`src/sv/hsn_pkg.sv`:
```
// Shared types and constants for the height field sampler.
// Used by the controller, the datapath and the arithmetic units.
`default_nettype none
package hsn_pkg;

  localparam int POS_W       = 18;
  localparam int DIVD_W      = 40;
  localparam int DIVS_W      = 25;
  localparam int QUOT_W      = 19;
  localparam int ROOT_IN_W   = 50;
  localparam int ROOT_W      = 25;
  localparam int DIFF_W      = 17;
  localparam int PROD_W      = 34;
  localparam int NSUM_W      = 37;
  localparam int SQ_W        = 34;
  localparam int ONE_Q12     = 4096;
  localparam int UNIT_Q14    = 16384;
  localparam int NORM_SHIFT  = 22;
  localparam int NUM_SAMPLES = 5;
  localparam int CELL_RESET  = 256;
  localparam int COUNT_RESET = 20;

  localparam logic       OP_LOAD  = 1'b0;
  localparam logic       OP_QUERY = 1'b1;
  localparam logic [1:0] REG_CELL_SIZE = 2'd0;
  localparam logic [1:0] REG_CELLS_X   = 2'd1;
  localparam logic [1:0] REG_CELLS_Z   = 2'd2;

  typedef enum logic [4:0] {
    S_IDLE, S_POS, S_PCHK, S_DIVX, S_DIVZ, S_RANGE,
    S_RD0, S_RD1, S_RD2, S_RD3, S_RD4,
    S_MUL1, S_MUL2, S_SUM, S_HSTART, S_DIVH, S_FIN, S_ZERO,
    S_SQ1, S_SQ2, S_SQ3, S_SSUM, S_SQS, S_SQRT, S_N0, S_N1, S_N2
  } state_t;

  typedef enum logic [4:0] {
    DP_NOP, DP_POS, DP_CAPX, DP_CAPZ, DP_ADDR,
    DP_RD0, DP_RD1, DP_RD2, DP_RD3, DP_RD4,
    DP_MUL1, DP_MUL2, DP_SUM, DP_FIN, DP_ZERO,
    DP_DIFF, DP_SQX, DP_SQY, DP_SSUM, DP_NRMX, DP_NRMY, DP_NRMZ
  } dp_op_t;

  typedef enum logic [2:0] {
    DS_X, DS_Z, DS_H, DS_N0, DS_N1, DS_N2
  } div_sel_t;

  typedef struct packed {
    logic       accept;
    dp_op_t     op;
    logic       div_start;
    div_sel_t   div_sel;
    logic       sqrt_start;
    logic [2:0] k;
  } dp_cmd_t;

  typedef struct packed {
    logic pos_bad;
    logic range_bad;
    logic div_done;
    logic sqrt_done;
  } dp_status_t;

endpackage
`default_nettype wire

```
`src/sv/hsn_ctrl.sv`:
```
// Controller state machine sequencing samples, square root and normal divisions.
// Depends on hsn_pkg for state, command and status types.
`default_nettype none
module hsn_ctrl
  import hsn_pkg::*;
(
  input  wire logic       clk,
  input  wire logic       rst,
  input  wire logic       start,
  input  wire logic       operation,
  input  wire dp_status_t status,
  output dp_cmd_t         cmd,
  output logic            busy,
  output logic            done
);

  state_t     state, state_next;
  logic [2:0] k, k_next;
  logic       done_next;

  always_ff @(posedge clk) begin
    if (rst) begin
      state <= S_IDLE;
      k     <= '0;
      done  <= 1'b0;
    end else begin
      state <= state_next;
      k     <= k_next;
      done  <= done_next;
    end
  end

  assign busy = (state != S_IDLE);

  always_comb begin
    state_next     = state;
    k_next         = k;
    done_next      = 1'b0;
    cmd.accept     = 1'b0;
    cmd.op         = DP_NOP;
    cmd.div_start  = 1'b0;
    cmd.div_sel    = DS_X;
    cmd.sqrt_start = 1'b0;
    cmd.k          = k;
    unique case (state)
      S_IDLE: begin
        cmd.accept = start;
        if (start && operation == OP_QUERY) begin
          k_next     = '0;
          state_next = S_POS;
        end
      end
      S_POS: begin
        cmd.op     = DP_POS;
        state_next = S_PCHK;
      end
      S_PCHK: begin
        if (status.pos_bad) begin
          state_next = S_ZERO;
        end else begin
          cmd.div_start = 1'b1;
          state_next    = S_DIVX;
        end
      end
      S_DIVX: begin
        cmd.op = DP_CAPX;
        if (status.div_done) begin
          cmd.div_start = 1'b1;
          cmd.div_sel   = DS_Z;
          state_next    = S_DIVZ;
        end
      end
      S_DIVZ: begin
        cmd.op = DP_CAPZ;
        if (status.div_done) begin
          state_next = S_RANGE;
        end
      end
      S_RANGE: begin
        if (status.range_bad) begin
          state_next = S_ZERO;
        end else begin
          cmd.op     = DP_ADDR;
          state_next = S_RD0;
        end
      end
      S_RD0: begin
        cmd.op     = DP_RD0;
        state_next = S_RD1;
      end
      S_RD1: begin
        cmd.op     = DP_RD1;
        state_next = S_RD2;
      end
      S_RD2: begin
        cmd.op     = DP_RD2;
        state_next = S_RD3;
      end
      S_RD3: begin
        cmd.op     = DP_RD3;
        state_next = S_RD4;
      end
      S_RD4: begin
        cmd.op     = DP_RD4;
        state_next = S_MUL1;
      end
      S_MUL1: begin
        cmd.op     = DP_MUL1;
        state_next = S_MUL2;
      end
      S_MUL2: begin
        cmd.op     = DP_MUL2;
        state_next = S_SUM;
      end
      S_SUM: begin
        cmd.op     = DP_SUM;
        state_next = S_HSTART;
      end
      S_HSTART: begin
        cmd.div_start = 1'b1;
        cmd.div_sel   = DS_H;
        state_next    = S_DIVH;
      end
      S_DIVH: begin
        if (status.div_done) begin
          state_next = S_FIN;
        end
      end
      S_FIN, S_ZERO: begin
        cmd.op = (state == S_FIN) ? DP_FIN : DP_ZERO;
        if (k == 3'(NUM_SAMPLES - 1)) begin
          state_next = S_SQ1;
        end else begin
          k_next     = k + 3'd1;
          state_next = S_POS;
        end
      end
      S_SQ1: begin
        cmd.op     = DP_DIFF;
        state_next = S_SQ2;
      end
      S_SQ2: begin
        cmd.op     = DP_SQX;
        state_next = S_SQ3;
      end
      S_SQ3: begin
        cmd.op     = DP_SQY;
        state_next = S_SSUM;
      end
      S_SSUM: begin
        cmd.op     = DP_SSUM;
        state_next = S_SQS;
      end
      S_SQS: begin
        cmd.sqrt_start = 1'b1;
        state_next     = S_SQRT;
      end
      S_SQRT: begin
        if (status.sqrt_done) begin
          cmd.div_start = 1'b1;
          cmd.div_sel   = DS_N0;
          state_next    = S_N0;
        end
      end
      S_N0: begin
        cmd.op = DP_NRMX;
        if (status.div_done) begin
          cmd.div_start = 1'b1;
          cmd.div_sel   = DS_N1;
          state_next    = S_N1;
        end
      end
      S_N1: begin
        cmd.op      = DP_NRMY;
        cmd.div_sel = DS_N1;
        if (status.div_done) begin
          cmd.div_start = 1'b1;
          cmd.div_sel   = DS_N2;
          state_next    = S_N2;
        end
      end
      S_N2: begin
        cmd.op = DP_NRMZ;
        if (status.div_done) begin
          done_next  = 1'b1;
          state_next = S_IDLE;
        end
      end
      default: state_next = S_IDLE;
    endcase
  end

endmodule
`default_nettype wire

```
`config.mk`:
```
export PLATFORM = sky130hd
export DESIGN_NAME = hsn_ctrl
export DESIGN_NICKNAME = d
export VERILOG_FILES = /design/src/sv/hsn_pkg.sv /design/src/sv/hsn_ctrl.sv
export SDC_FILE = /design/constraint.sdc
export NUM_CORES = 1
export LEC_CHECK = 0
export BUFFER_PORTS_ARGS = -buffer_cell sky130_fd_sc_hd__buf_2
export CELL_PAD_IN_SITES_DETAIL_PLACEMENT = 0
export CELL_PAD_IN_SITES_GLOBAL_PLACEMENT = 1
export CORE_UTILIZATION = 38
export CTS_CLUSTER_SIZE = 10
export DETAILED_ROUTE_END_ITERATION = 8
export PLACE_DENSITY_LB_ADDON = 0.2
export SYNTH_ARGS = -nofsm -noshare
export SYNTH_HDL_FRONTEND = slang
export SYNTH_SLANG_ARGS = --single-unit
```
`constraint.sdc`:
```
create_clock -name clk -period 2.1 [get_ports clk]
set_input_delay 0.315 -clock clk [delete_from_list [all_inputs] [get_ports clk]]
set_output_delay 0.315 -clock clk [all_outputs]
set_load 0.05 [all_outputs]
```
---- Yosys cells after proc, flatten, opt, wreduce, memory -nomap -nowiden ----
Cells that the tools add are included.
operators by class
  $add $sub $neg .......................... 1
  multipliers ............................. 0
  div/mod/pow operators ................... 0
  magnitude comparators ................... 0
  equal/unequal tests ..................... 36
  shift operators ......................... 0
  multiplexer cells ....................... 28
  bitwise operators ....................... 1
  reduce and logical (&&, ||, !) cells .... 8
operators by type and width
  operator             count
  $pmux 5 s26          1
  $pmux 5 s20          1
  $eq 5x5->1 const B   11
  $mux 5               11
  $eq 5x4->1 const B   8
  $eq 5x3->1 const B   4
  $ne 2x2->1 const B   9
  $mux 4               4
  $pmux 3 s5           1
  $eq 5x2->1 const B   2
  $mux 3               3
  $reduce_and 8->1     1
  $pmux 1 s6           1
  $pmux 3 s2           1
  $eq 5x1->1 const B   1
  $logic_not 5->1      1
  $reduce_bool 5->1    1
  $mux 1               4
  $reduce_or 2->1      2
  $add 3x1->3 const B  1
  $eq 3x3->1 const B   1
  $reduce_and 3->1     1
  $mux 2               1
  $reduce_bool 2->1    1
  other kinds (2)      2
storage, ports and cells
  register bits ........................... 9
  latch bits .............................. 0
  bits in writable memories ............... 0
  ROM bits ................................ 0
  input port bits ......................... 8
  output and inout bits ................... 16
  word-level logic and storage cells ...... 77
  memories kept ........................... 0

---- Depth between registers and ports, before layout ----
  depth in word-level cells ............... 4
  depth in mapped cells ................... 8
  gate-level depth less buffers ........... 7

---- Worst setup path after synthesis ----
Ideal clock, no wire load.
  path type ............................... register -> output
  start point ............................. register state[4]
  end point ............................... output port cmd[7] (netlist name)
  arrival time ............................ 2414 ps
  data required time ...................... 1785 ps
  slack ................................... -629 ps
  stages on the path, launching flop included .. 7
  path buffers ............................ 3
  cell sequence ........................... dfxtp_1 > buf_2 > buf_2 > clkbuf_1 > a32oi_1 > nor2_1 > o21bai_1
RTL lines
  element                 line            text
  start, declared         hsn_ctrl.sv:17  state_t state, state_next;
  start signal, assigned  hsn_ctrl.sv:27  state <= state_next;
  end, declared           hsn_ctrl.sv:12  output dp_cmd_t cmd,

==> results.yml <==
worst_setup_path:
  critPathArrivalTime_ns: 1.71
  cp.required_ns: 1.78
  worstPathMaxFanout: 22
  r2r-start: "state[3]"
  worst-setup-path-type: "register to output pin"
  cp-start-kind: "register"
  startpoint: "state[3]"
  cp-end-kind: "output pin"
final_layout:
  fin_nets: 211
  fillers: 292
  antennaDiodeCount: 0
  area_growth_pct: 30.44
  finalNonFillerCells: 231
  layout-drive-gt1-share: 0.3600
yosys:
  async_reset_ff_frac: 0
  syn_avg_cell_area_sq_um: 6.874
  ys_types: 52
  synth_compound_area_frac: 0.3684
  yosysMostFrequentCell: "nor2_1"
  synth_top_area_frac: 0.1560
  synth_top_family_by_area: "compound AO/OA/AOI/OAI gates"
  ys_top_cells_by_area: "dfxtp_1 (16%), nor2_1 (5.9%), nand2_1 (4.6%), nand2b_1 (4.3%), nor2b_1 (3.8%)"
  synth-xor-area-share: 0.02275
  synth_commonest_cells: "nor2_1 (18), nand2_1 (14), dfxtp_1 (9)"
  muxShareOfSynthArea: 0.01733
  syn_nets: 178
  synth_top_area_cell: "dfxtp_1"
  syn-cell-area_sq_um: 1155
  synth.yosys.seq_area_share: 0.1560
  ys_warn_count: 0
  synth-seq-cells: 9
  synth_cells: 168
  synthAdderAreaFrac: 0.02167
  synth_simple_gate_area_frac: 0.3207
  synth_ff_type: "dfxtp_1"
  synth-edff-count: 0
run_status:
  violations: "design-rule violations"
  outcome: "complete, but fails checks"
routing:
  first_iter_violations: 68
  vias: 1375
  wl_per_cell_um: 15.29
  detail-route-antenna-nets: 0
  firstDrtPassIters: 6
  drc: 2
  wl_um: 3532
  vias_per_cell: 5.952
clocking:
  clkSinkCount: 9
  hold_buffers: 0
  htreeDepth: 1
  clk-insertion-delay-late_ns: 0.26
  cts.path.max_buffers: 2
  cts-root-buf: "clkbuf_4"
  cts_tree: "built"
  clk_pin_slew_ns: 0.06
  cts_buffers: 3
  cts_setup_buffers: 0
timing:
  fmax_ghz: 0.4938
  relSlewSlack: 0.6893
  hold_violations: 0
  fin_crit_sh: 0.9644
  setup_viol: 0
  min_period_ns: 2.025
  drv_slew: 0
  clock_skew_ns: 0.002344
  rsz0062_at_grt: "no"
  worst_slew_pin_slew_ns: 0.4625
die:
  die_height_um: 57.13
  die_area_sq_um: 3264
  core_area_sq_um: 2829
  die_x_um: 57.13
  rows: 19
  floorplan.initialDensity: 0.4082
  io_pins: 24
placed_design:
  dp_cells: 227
  port_buffers: 23
  gp_congestion: 0.8991
  dp_hpwl_um: 2797
pwr:
  power_mw: 2.022
  p_leak_nw: 0.6285
  ir_drop_v: 0.0006449
  p_per_area_nw_per_um2: 1342
global_route:
  antenna_found_initial: 0
  track_usage: 0.2341
  grt_max_degree: 23
  grt_pass1_vias: 1248
  grt_overflow_total: 0
  grt_pass1_wl_um: 6009
flow_run:
  max_cap_viol_count: 0
worst_hold_path:
  hp-class: "input port to register"
  min_from: "rst"
-- timing repair --
item,CTS,global route
pin swaps,0,0
endpoints found under the setup margin,5,10
gates cloned,0,0
resized for setup,4,16
-- critical path, cell delays in order, from the launching register on --
cell     delay, ns
dfxtp_2       0.37
buf_6         0.18
nor3_1        0.43
and3_1        0.21
buf_2         0.25
-- logic make-up after synthesis --
group,after synthesis
AOI/OAI and AO/OA,57
buffers and inverters,24
xor gates and xnor gates,3
and+or+nand+nor,71
muxes,2
adders and majority gates,2
DFF,9
-- routing by layer --
| layer | share of wire | routed length [um] | global-route usage |
|---|---|---|---|
| met1 | 0.46 | 1614 | 0.3361 |
| met2 | 0.46 | 1621 | 0.3580 |
| met3 | 0.074 | 261 | 0.05669 |
| met4 | 0.0096 | 34 | 0.04530 |
| met5 | 0 | 0 | 0 |
-- report_power, final --
| group | switching, mW | internal, mW |
|---|---|---|
| Sequential | 0.0691 | 0.220 |
| Clock | 0.0599 | 0.0732 |
| Combinational | 0.998 | 0.602 |
-- flip-flops by register name, indices dropped and copies added (netlist names) --
register  flops
done          1
k             3
state         5
-- per-stage QoR --
stage	hold slack [ns]	setup WS [ns]	instance area (sq um)	TNS [ns]	util
2_1_floorplan	0.3839	-0.3368	1202	-0.8359	-
3_3_place_gp	0.5285	0.1264	1436	0	0.5077
3_5_place_dp	0.5536	0.1544	1436	0	0.5077
4_1_cts	0.3191	-0.003646	1471	-0.003646	0.5201
5_1_grt	0.3260	0.000003109	1506	0	0.5325
6_report	0.3276	0.07478	1506	0	0.5325
-- cells in the final DEF (no fill, tap or decap), drive strengths merged, types with 4 or more instances in the layout --
cell,Yosys,routed
clkbuf,4,6
dfxtp,9,9
a31oi,4,4
a21oi,8,8
nand2,14,14
o21ai,10,10
nand2b,8,8
inv,8,8
buf,12,42
o22ai,5,5
nor3,5,5
nor2,18,18
and3,4,4
nor2b,7,7
nand3,6,6
-- final cells by class --
| cell class | count | area [sq um] | share of cell area |
|---|---|---|---|
| Clock buffer | 4 | 26.28 | 0.01744 |
| Inverter | 8 | 30.03 | 0.01993 |
| Multi-Input combinational cell | 135 | 933.4 | 0.6196 |
| Sequential cell | 9 | 191.4 | 0.1271 |
| Tap cell | 31 | 38.79 | 0.02575 |
| Timing Repair Buffer | 44 | 286.5 | 0.1902 |
-- final timing paths --
kind                            cells past startpoint  slack, ns       end
worst max-delay path                                4       0.07   cmd[13]
worst min register to register                      2       0.55      k[1]
worst min-delay path                                2       0.33  state[1]
worst max register to register                      5       0.20  state[1]
No activity file was read; power rests on OpenSTA's default activity.
